### src/rtl/dcwf_pkg.sv
// Shared types, constants and the command length table of the command word framer.
`timescale 1ns / 1ps

package dcwf_pkg;

    localparam int WORD_W    = 64;
    localparam int OPC_W     = 6;
    localparam int CNT_W     = 5;
    localparam int CFG_W     = 26;
    localparam int IDX_W     = 3;
    localparam int POS_W     = 10;
    localparam int SCALE_W   = 12;
    localparam int DELAY_W   = 26;
    localparam int WIDTH_W   = 14;
    localparam int HEIGHT_W  = 11;
    localparam int SETTLE_W  = 2;

    localparam int S_TDATA_W = 64;
    localparam int M_TDATA_W = 96;
    localparam int M_TUSER_W = 8;

    localparam logic [OPC_W-1:0]    OPC_SYNC_FULL  = 6'h29;
    localparam logic [OPC_W-1:0]    OPC_FIRST_FWD  = 6'd8;
    localparam logic [WIDTH_W-1:0]  DEF_WIDTH      = 14'd320;
    localparam logic [HEIGHT_W-1:0] DEF_HEIGHT     = 11'd240;
    localparam logic [SCALE_W-1:0]  LINE_WIDTH_RST = 12'd320;
    localparam logic [DELAY_W-1:0]  DELAY_MAX      = 26'h3FF_FFFF;
    // delay pipeline depth: span stage, scale stage, area stage
    localparam logic [SETTLE_W-1:0] SETTLE_CYCLES  = 2'd3;

    typedef enum logic [IDX_W-1:0] {
        REG_H_START    = 3'd0,
        REG_X_SCALE    = 3'd1,
        REG_LINE_WIDTH = 3'd2,
        REG_V_START    = 3'd3,
        REG_Y_SCALE    = 3'd4
    } cfg_reg_t;

    typedef enum logic {
        ST_SETTLE,
        ST_RUN
    } state_t;

    typedef struct packed {
        logic ready;
        logic take;
    } ctrl_cmd_t;

    typedef struct packed {
        logic in_valid;
        logic out_free;
        logic cfg_write;
    } ctrl_status_t;

    // words per command, by opcode
    function automatic logic [CNT_W-1:0] opc_word_count(input logic [OPC_W-1:0] opc);
        logic [CNT_W-1:0] len;
        case (opc)
            6'd8:    len = 5'd4;
            6'd9:    len = 5'd6;
            6'd10:   len = 5'd12;
            6'd11:   len = 5'd14;
            6'd12:   len = 5'd12;
            6'd13:   len = 5'd14;
            6'd14:   len = 5'd20;
            6'd15:   len = 5'd22;
            6'd36:   len = 5'd2;
            6'd37:   len = 5'd2;
            default: len = 5'd1;
        endcase
        return len;
    endfunction

endpackage

### src/rtl/dcwf_ctrl.sv
// Controller: settle sequencing after reset or register writes, and input acceptance.
`timescale 1ns / 1ps

module dcwf_ctrl
    import dcwf_pkg::*;
(
    input  logic         aclk,
    input  logic         aresetn,
    input  ctrl_status_t status,
    output ctrl_cmd_t    cmd
);

    state_t              state_reg, state_next;
    logic [SETTLE_W-1:0] settle_reg, settle_next;

    always_ff @(posedge aclk) begin
        if (!aresetn) begin
            state_reg  <= ST_SETTLE;
            settle_reg <= SETTLE_CYCLES;
        end else begin
            state_reg  <= state_next;
            settle_reg <= settle_next;
        end
    end

    always_comb begin
        state_next  = state_reg;
        settle_next = settle_reg;
        cmd.ready   = 1'b0;
        cmd.take    = 1'b0;
        case (state_reg)
            ST_SETTLE: begin
                if (settle_reg == SETTLE_W'(1)) begin
                    state_next = ST_RUN;
                end else begin
                    settle_next = settle_reg - SETTLE_W'(1);
                end
            end
            ST_RUN: begin
                cmd.ready = status.out_free;
                cmd.take  = status.out_free && status.in_valid;
            end
            default: begin
                state_next = ST_SETTLE;
            end
        endcase
        // any register write restarts the delay pipeline
        if (status.cfg_write) begin
            state_next  = ST_SETTLE;
            settle_next = SETTLE_CYCLES;
        end
    end

endmodule

### src/rtl/dcwf_datapath.sv
// Datapath: video registers, interrupt delay pipeline, word counter and output register.
`timescale 1ns / 1ps

module dcwf_datapath
    import dcwf_pkg::*;
(
    input  logic                 aclk,
    input  logic                 aresetn,
    input  logic                 cfg_wr_en,
    input  logic [IDX_W-1:0]     cfg_index,
    input  logic [CFG_W-1:0]     cfg_wdata,
    input  ctrl_cmd_t            cmd,
    input  logic [WORD_W-1:0]    cmd_word,
    input  logic                 out_ready,
    output logic                 out_free,
    output logic                 out_valid,
    output logic [WORD_W-1:0]    out_word,
    output logic [OPC_W-1:0]     out_opcode,
    output logic                 first_word,
    output logic                 last_word,
    output logic                 sync_full,
    output logic [DELAY_W-1:0]   irq_delay
);

    // configuration
    logic [CFG_W-1:0]   h_start_reg, v_start_reg;
    logic [SCALE_W-1:0] x_scale_reg, y_scale_reg, line_width_reg;

    always_ff @(posedge aclk) begin
        if (!aresetn) begin
            h_start_reg    <= '0;
            x_scale_reg    <= '0;
            line_width_reg <= LINE_WIDTH_RST;
            v_start_reg    <= '0;
            y_scale_reg    <= '0;
        end else if (cfg_wr_en) begin
            case (cfg_index)
                REG_H_START:    h_start_reg    <= cfg_wdata;
                REG_X_SCALE:    x_scale_reg    <= cfg_wdata[SCALE_W-1:0];
                REG_LINE_WIDTH: line_width_reg <= cfg_wdata[SCALE_W-1:0];
                REG_V_START:    v_start_reg    <= cfg_wdata;
                REG_Y_SCALE:    y_scale_reg    <= cfg_wdata[SCALE_W-1:0];
                default: ;
            endcase
        end
    end

    // delay pipeline, stage 1: spans
    logic [POS_W-1:0]   h_a, h_b, v_a, v_b, h_span, v_span;
    logic [SCALE_W-1:0] hdelta_reg, hdelta_next;
    logic [POS_W-1:0]   vspan_reg;

    always_comb begin
        h_a    = h_start_reg[16 +: POS_W];
        h_b    = h_start_reg[POS_W-1:0];
        v_a    = v_start_reg[16 +: POS_W];
        v_b    = v_start_reg[POS_W-1:0];
        h_span = (h_a > h_b) ? (h_a - h_b) : (h_b - h_a);
        v_span = (v_a > v_b) ? (v_a - v_b) : (v_b - v_a);
        hdelta_next = (h_span == '0) ? line_width_reg : SCALE_W'(h_span);
    end

    // stage 2: scaled width and height
    logic [2*SCALE_W-1:0]       x_prod;
    logic [POS_W+SCALE_W-1:0]   y_prod;
    logic [WIDTH_W-1:0]         w_calc, width_reg, width_next;
    logic [HEIGHT_W-1:0]        h_calc, height_reg, height_next;

    always_comb begin
        x_prod = hdelta_reg * x_scale_reg;
        y_prod = vspan_reg * y_scale_reg;
        w_calc = x_prod[2*SCALE_W-1:10];
        h_calc = y_prod[POS_W+SCALE_W-1:11];
        width_next  = (x_scale_reg == '0 || w_calc == '0) ? DEF_WIDTH : w_calc;
        height_next = (y_scale_reg == '0 || h_calc == '0) ? DEF_HEIGHT : h_calc;
    end

    // stage 3: area times four, saturated
    logic [WIDTH_W+HEIGHT_W-1:0] area;
    logic [DELAY_W-1:0]          delay_reg, delay_next;

    always_comb begin
        area = width_reg * height_reg;
        delay_next = area[WIDTH_W+HEIGHT_W-1] ? DELAY_MAX
                   : {area[WIDTH_W+HEIGHT_W-2:0], 2'b00};
    end

    always_ff @(posedge aclk) begin
        hdelta_reg <= hdelta_next;
        vspan_reg  <= v_span;
        width_reg  <= width_next;
        height_reg <= height_next;
        delay_reg  <= delay_next;
    end

    // command framing
    logic [CNT_W-1:0] words_left_reg, words_left_next;
    logic [OPC_W-1:0] cur_opc_reg, cur_opc_next;
    logic             is_first, is_last, is_sync, fwd;
    logic [CNT_W-1:0] len;

    always_comb begin
        is_first        = (words_left_reg == '0);
        cur_opc_next    = is_first ? cmd_word[61:56] : cur_opc_reg;
        len             = opc_word_count(cur_opc_next);
        words_left_next = is_first ? (len - CNT_W'(1)) : (words_left_reg - CNT_W'(1));
        is_last         = (words_left_next == '0);
        is_sync         = is_last && (cur_opc_next == OPC_SYNC_FULL);
        fwd             = (cur_opc_next >= OPC_FIRST_FWD);
    end

    always_ff @(posedge aclk) begin
        if (!aresetn) begin
            words_left_reg <= '0;
            cur_opc_reg    <= '0;
        end else if (cmd.take) begin
            words_left_reg <= words_left_next;
            cur_opc_reg    <= cur_opc_next;
        end
    end

    // output register
    logic out_valid_reg;

    always_ff @(posedge aclk) begin
        if (!aresetn) begin
            out_valid_reg <= 1'b0;
        end else if (cmd.take && fwd) begin
            out_valid_reg <= 1'b1;
        end else if (out_ready) begin
            out_valid_reg <= 1'b0;
        end
    end

    always_ff @(posedge aclk) begin
        if (cmd.take && fwd) begin
            out_word   <= cmd_word;
            out_opcode <= cur_opc_next;
            first_word <= is_first;
            last_word  <= is_last;
            sync_full  <= is_sync;
            irq_delay  <= is_sync ? delay_reg : '0;
        end
    end

    assign out_valid = out_valid_reg;
    assign out_free  = !out_valid_reg || out_ready;

endmodule

### src/rtl/display_command_word_framer.sv
// Top level of the display command word framer.
`timescale 1ns / 1ps

// Display command word framer. Takes one 64-bit command list word per
// accepted input word and splits the list into commands: the opcode sits
// in bits 61..56 of a command's first word and a fixed table gives the
// command length (1 to 22 words). Words of opcodes 8 and above go out
// unchanged with opcode, first/last marks and, on the last word of a
// full-sync command (opcode 0x29), the sync flag and an interrupt delay of
// width*height*4 built from the video registers (saturated to 26 bits,
// zero on every other word). Words of opcodes 0..7 are consumed without
// output. A command may span any number of idle cycles.
// Rate: one word per cycle in steady state; the output register frees in
// the same cycle it is taken, so s_tready stays high under continuous
// m_tready. After reset and after every register write, s_tready is held
// low while the three-stage delay pipeline (spans, scale multiplies, area
// multiply) settles.
// Registers (cfg_index): 0 h_start_word, 1 x_scale, 2 line_width,
// 3 v_start_word, 4 y_scale; other indices are ignored. Write only while idle.

module display_command_word_framer
    import dcwf_pkg::*;
(
    input  logic                 aclk,
    input  logic                 aresetn,

    input  logic                 cfg_wr_en,
    input  logic [IDX_W-1:0]     cfg_index,
    input  logic [CFG_W-1:0]     cfg_wdata,

    input  logic                 s_tvalid,
    output logic                 s_tready,
    input  logic [S_TDATA_W-1:0] s_tdata,   // [63:0] cmd_word

    output logic                 m_tvalid,
    input  logic                 m_tready,
    output logic [M_TDATA_W-1:0] m_tdata,   // [63:0] out_word, [89:64] irq_delay, rest 0
    output logic [M_TUSER_W-1:0] m_tuser,   // [5:0] out_opcode, [6] first_word, [7] sync_full
    output logic                 m_tlast    // last_word
);

    ctrl_cmd_t    cmd;
    ctrl_status_t status;
    logic         out_free;

    logic [WORD_W-1:0]  out_word;
    logic [OPC_W-1:0]   out_opcode;
    logic               first_word, sync_full;
    logic [DELAY_W-1:0] irq_delay;

    assign status.in_valid  = s_tvalid;
    assign status.out_free  = out_free;
    assign status.cfg_write = cfg_wr_en;

    dcwf_ctrl u_ctrl (
        .aclk    (aclk),
        .aresetn (aresetn),
        .status  (status),
        .cmd     (cmd)
    );

    dcwf_datapath u_dp (
        .aclk       (aclk),
        .aresetn    (aresetn),
        .cfg_wr_en  (cfg_wr_en),
        .cfg_index  (cfg_index),
        .cfg_wdata  (cfg_wdata),
        .cmd        (cmd),
        .cmd_word   (s_tdata),
        .out_ready  (m_tready),
        .out_free   (out_free),
        .out_valid  (m_tvalid),
        .out_word   (out_word),
        .out_opcode (out_opcode),
        .first_word (first_word),
        .last_word  (m_tlast),
        .sync_full  (sync_full),
        .irq_delay  (irq_delay)
    );

    assign s_tready = cmd.ready;
    assign m_tdata  = {(M_TDATA_W-WORD_W-DELAY_W)'(0), irq_delay, out_word};
    assign m_tuser  = {sync_full, first_word, out_opcode};

endmodule

### config.mk
export PLATFORM = sky130hd
export DESIGN_NAME = display_command_word_framer
export DESIGN_NICKNAME = d
export VERILOG_FILES = /design/src/rtl/dcwf_pkg.sv /design/src/rtl/dcwf_ctrl.sv /design/src/rtl/dcwf_datapath.sv /design/src/rtl/display_command_word_framer.sv
export SDC_FILE = /design/constraint.sdc
export NUM_CORES = 1
export LEC_CHECK = 0
export BUFFER_PORTS_ARGS = -buffer_cell sky130_fd_sc_hd__buf_2
export CAP_MARGIN = 10
export CORE_MARGIN = 4
export CORE_UTILIZATION = 50
export DETAILED_ROUTE_END_ITERATION = 8
export PLACE_DENSITY = 0.69
export SLEW_MARGIN = 20
export SYNTH_ARGS = -nofsm -noshare
export SYNTH_HDL_FRONTEND = slang
export SYNTH_HIERARCHICAL = 1
export SYNTH_SLANG_ARGS = --single-unit
### constraint.sdc
create_clock -name aclk -period 7.59 [get_ports aclk]
set_input_delay 0 -clock aclk [delete_from_list [all_inputs] [get_ports aclk]]
set_output_delay 0 -clock aclk [all_outputs]
set_load 0.01 [all_outputs]
=== Yosys cells after proc, flatten, opt, wreduce, memory -nomap -nowiden ===
Index checks and enable logic that the tools add are counted.

* Register bits: 275
* Input port bits: 98
* Output and inout port bits: 107

* $add $sub $neg: 7
* Multiply operators: 3
* Magnitude comparators: 3
* Eq/ne operators: 16
* Mux-type cells: 12
* Bitwise gates (word level): 3
* Reductions and logical operators: 26

{| class="wikitable"
|+ Operators with widths
! kind !! number
|-
| == test 6 x 4 -> 1 bit (second input constant) || 8
|-
| subtractor 10 bit || 4
|-
| one-hot mux 5 bit (7 select lines) || 1
|-
| two-way mux 10 bit || 3
|-
| multiplier 14 x 11 -> 25 bit || 1
|-
| zero test 12 bit || 2
|-
| multiplier 12 x 12 -> 24 bit || 1
|-
| multiplier 10 x 12 -> 22 bit || 1
|-
| greater-than comparator 10 bit || 2
|-
| == test 6 bit (second input constant) || 3
|-
| zero test 14 bit || 1
|-
| AND reduction 2 bit || 6
|-
| zero test 11 bit || 1
|-
| zero test 10 bit || 1
|-
| zero test 5 bit || 2
|-
| subtractor 5 x 1 -> 5 bit (second input constant) || 2
|-
| OR reduction 2 bit || 4
|-
| == test 3 x 2 -> 1 bit (second input constant) || 2
|-
| greater-or-equal comparator 6 x 4 -> 1 bit (second input constant) || 1
|-
| two-way mux 6 bit || 1
|-
| two-way mux 5 bit || 1
|-
| two-way mux 1 bit || 4
|-
| two-way mux 2 bit || 2
|-
| == test 3 x 1 -> 1 bit (second input constant) || 1
|-
| 9 further kinds || 15
|}

=== Depth between registers and ports, before layout ===
* Word-level depth: 9
* Depth in mapped cells: 23

=== By module ===
Netlist, hierarchy kept.

{| class="wikitable"
|+ By module, submodules not included
! module !! times used !! cells each !! area an instance (sq um)
|-
| dcwf_datapath || 1 || 2529 || 23566.4
|-
| dcwf_ctrl || 1 || 15 || 138.9
|-
| display_command_word_framer || 1 || 9 || 63.8
|}

=== Worst setup path before layout ===
Ideal clock, no wire load.

* Kind: flip-flop to flip-flop
* Start point: register u_dp.height_reg[2]
* End point: register u_dp.delay_reg[6]
* Setup time: 0.125 ns
* Arrival time: 5.514 ns
* Data required time: 7.465 ns
* Slack: 1.951 ns
* Stages on the path, launching flop included: 23
* Path buffers: 2
* Clock period less this slack: 5.639 ns
* Path through: dfxtp_1 > clkbuf_1 > nand2_1 > fa_1 > inv_1 > fa_1 > inv_1 > fa_1 > inv_1 > fa_1 > inv_1 > fa_1 > inv_1 > ha_1 > or3_1 > o21ai_1 > a211oi_1 > o31a_1 > a21o_1 > a21oi_1 > xnor2_1 > clkbuf_1 > nand2_1

* Cells in the longest elaborated chain, start to end: 1

{| class="wikitable"
|+ Ends and longest elaborated chain
! what !! RTL line !! source
|-
| start, declared || dcwf_datapath.sv:67 || <nowiki>logic [HEIGHT_W-1:0] h_calc, height_reg, height_next;</nowiki>
|-
| start signal, assigned || dcwf_datapath.sv:92 || <nowiki>height_reg <= height_next;</nowiki>
|-
| multiplier 14 x 11 -> 25 bit || dcwf_datapath.sv:83 || <nowiki>area = width_reg * height_reg;</nowiki>
|-
| end signal, assigned || dcwf_datapath.sv:93 || <nowiki>delay_reg <= delay_next;</nowiki>
|-
| end, declared || dcwf_datapath.sv:80 || <nowiki>logic [DELAY_W-1:0] delay_reg, delay_next;</nowiki>
|}

Every way passes these cells.
A chain may end at the register's enable or synchronous reset.

=== Final worst setup path ===
* Start point: register u_dp.height_reg[2]
* End point: register u_dp.delay_reg[17]

Same word-level chain as after synthesis.

==> impl_metrics.csv <==
group,metric,value,unit
floorplan,core-area,46800,um^2
sta,period_share,84.0,%
floorplan,die_area,51100,um^2
setup_path,critPathKind,"flop to flop",
placement,dp_hpwl,40800,um
cells_and_area,fillers,4031,
sta,worst_slew_margin_rel,34.6,%
clocking,cts_tree,"yes",
cells_and_area,syn2layout_area_growth,13.4,%
sta,finalSetupViolCount,0,
power,pwr-share-comb,21.8,%
route,drtPass1Iterations,6,
synthesis,ys_warn_count,6,
synthesis,synth-main-ff-cell,"dfxtp_1",
sta,rsz0062_at_grt,"no",
grt,grt_pass1_vias,18500,
power,pwr-share-seq,41.9,%
grt,grt_pass1_wl,88800,um
power,peakVddDrop,0.157,mV
synthesis,avgSynthCellArea,9.31,um^2
cells_and_area,final_cell_mix,"475 x nand2_1, 394 x inv_1, 287 x fa_1, 217 x ha_1, 206 x and2_1",
synthesis,synth-edff-count,98,
clocking,htreeDepth,1,
synthesis,ys_types,84,
setup_path,cp_slowest_cell,"xnor2_2",
sta,skew,0.0232,ns
worst_hold_path,min-delay-path-class,"input port to flop",
route,via_count,17500,
grt,grt.overflow.total,0,
clocking,clock-root-buffer,"clkbuf_16",
synthesis,synth_seq_cells,261,
power,cell_internal_pwr,2.80,mW
setup_path,crit_fanout,25,
setup_path,crit_family,"adder cells",
setup_path,worst_setup_path_start_kind,"flop",
cells_and_area,post_route_cells_drive_above_1_share,9.72,%
setup_path,cpPeakStageDelay,0.76,ns
setup_path,path_buf_inv,5,
run,cap_violations,0,
cells_and_area,largest_reg_flops,64,
setup_path,cp.required,7.98,ns
floorplan,die_width,226,um
sta,worstMarginPinSlew,0.977,ns
cells_and_area,fin_nets,3358,
sta,fmax,157,MHz
power,power_switching,1.22,mW
clocking,cts_resized,0,
route,wl_per_cell,15.7,um
sta,slew_viol_final,0,
route,drtIter0Drc,961,
route,drtAntennaViolNets,0,
clocking,cts.clk_slew.worst_paths,0.06,ns
route,wirelength,53300,um
floorplan,dieHeight,226,um
synthesis,ys_async_sr_fraction,0,%
route,remaining_drc_errors,0,
clocking,clk-insertion-delay-late,0.57,ns
sta,setup_tns,0,ns
synthesis,netlist_area,23800,um^2
grt,grt_max_degree,90,
cells_and_area,final_area,26900,um^2
power,p_sw_share,30.3,%
route,viasPerCell,5.16,
placement,port_buffers,194,
floorplan,start_util,50.8,%
cells_and_area,multi_input_area,15600,um^2
floorplan,core.rowCount,79,
sta,min_period,6.37,ns
floorplan,ios,205,
cells_and_area,layout_commonest_cell,"nand2_1",
clocking,cts_buffers,29,
placement,gp_congestion,0.911,
setup_path,crit_chain,"nand2_1 -> fa_1 -> inv_1 -> fa_1 -> inv_1 -> fa_1 -> inv_1 -> fa_1 -> inv_1 -> fa_1 -> inv_1 -> ha_1 -> o21ai_0 -> a21oi_1 -> o21ai_1 -> a211oi_1 -> o31a_1 -> a21o_1 -> a21oi_1 -> xnor2_2 -> o31ai_1",
setup_path,endpoint_kind,"flop",
placement,placed_area,25000,um^2
run_status,status,"complete, no violations",
grt,antenna_found_initial,1,
setup_path,arrival,6.76,ns
power,power_per_cell_area,149,nW/um^2
power,p_leak,12.8,nW
grt,grt_usage,20.8,%
synthesis,ys_seq_area_share,26.1,%
clocking,ctsLongestPathBuffers,3,
power,clockPowerShare,36.3,%
sta,hold_viol,0,
synthesis,synth_cells,2553,
cells_and_area,register_area,6210,um^2
clocking,clock-sinks,261,
## Yosys cell counts (3+ instances only)
cell / instances / area, um^2
nor3_1: 15 / 75.1
a32oi_1: 3 / 26.3
o21ai_0: 41 / 205
and3_1: 10 / 62.6
clkbuf_1: 100 / 375
o211a_1: 4 / 40.0
buf_6: 3 / 33.8
a211o_1: 4 / 35.0
or3_1: 9 / 56.3
mux2i_1: 21 / 210
nand2_1: 475 / 1780
o21ai_1: 9 / 45.0
a211oi_1: 11 / 82.6
nor2b_1: 21 / 131
a21boi_0: 79 / 593
edfxtp_1: 98 / 2940
a31oi_1: 10 / 62.6
o211ai_1: 9 / 67.6
dfxtp_1: 163 / 3260
xor2_1: 28 / 245
nand2b_1: 12 / 75.1
nand3b_1: 4 / 30.0
nand3_1: 24 / 120
or2_2: 3 / 18.8
a21oi_1: 52 / 260
inv_1: 395 / 1480
o221ai_1: 3 / 26.3
o21a_1: 8 / 60.1
buf_4: 14 / 105
xnor2_1: 32 / 280
o31ai_1: 6 / 45.0
ha_1: 217 / 2720
fa_1: 287 / 5750
nor4_1: 9 / 56.3
nand4_1: 11 / 68.8
a21bo_1: 3 / 30.0
nor2_1: 62 / 233
a21o_1: 29 / 218
o22ai_1: 3 / 18.8
and2_1: 206 / 1290
mux2_2: 3 / 33.8
## final timing paths
path	start	end	depth (start not counted)	slack, ns
hold reg to reg	u_dp/line_width_reg[4]$_SDFFE_PN0P_	u_dp/hdelta_reg[4]$_DFF_P_	1	0.45
setup / recovery	u_dp/height_reg[2]$_SDFF_PP0_	u_dp/delay_reg[17]$_SDFF_PP1_	21	1.22
hold / removal	s_tvalid	u_dp/cur_opc_reg[2]$_SDFFE_PN0P_	4	0.07
setup reg to reg	u_dp/height_reg[2]$_SDFF_PP0_	u_dp/delay_reg[17]$_SDFF_PP1_	21	1.22
## routing by layer
layer	routed length [um]	global-route usage, %	vias to the layer above
met4	1260	5.56	2
met2	26600	38.3	508
met5	7	0	-
met3	3230	3.04	108
li1	-	-	8472
met1	22300	25.6	8400
## area by class of cell
type | instances | share of cell area (%)
multi-input cells | 1780 | 57.8
flip-flops and latches | 261 | 23.0
repair buffers | 287 | 7.04
inverters | 397 | 5.56
clock buffers | 36 | 2.94
well taps | 607 | 2.82
clock inverters | 18 | 0.817
diodes | 1 | 0.00929
## cells by family after synthesis
kind of cell	count (synthesis)	share of synthesized area, %
and+or+nand+nor	887	17.9
buffers and inverters	517	8.51
adders and majority gates	504	35.6
AOI/OAI and AO/OA	297	8.50
DFF	261	26.1
xor gates and xnor gates	60	2.21
muxes	26	1.18
other	1	0.0158
## worst min-delay path: cells and delay by family
kind	cells	cell delay (ns)
AOI/OAI and AO/OA	1	0.07
and+or+nand+nor	2	0.39
buffers and inverters	1	0.11
## power groups by stage
| stage | Sequential, mW | Clock, mW | Combinational (mW) |
|---|---|---|---|
| after floorplan | 1.59 | 0 | 0.736 |
| after global placement | 1.71 | 0 | 0.816 |
| after detailed placement | 1.71 | 0 | 0.840 |
| after CTS | 1.68 | 1.51 | 0.880 |
| after global routing | 1.70 | 1.57 | 1.01 |
| final | 1.69 | 1.46 | 0.876 |
## through the flow
step                std cells  utilization [%]  power, mW  setup WS, ns  hold WS, ns
floorplan                2558                -       2.32          1.95       0.0989
global placement         3241             53.5       2.53          1.32        0.178
detailed placement       3241             53.5       2.55          1.25        0.178
CTS                      3386             57.6       4.07          1.26       0.0266
global route             3386             57.6       4.27         0.737       0.0659
finish                   3387             57.6       4.02          1.22       0.0657
## repair_timing
action                                 in CTS  in global routing
endpoints found under the hold margin     155                  0
hold buffers                               91                  0
buffers inserted                            0                  0
No activity file was read; power rests on OpenSTA's default activity.
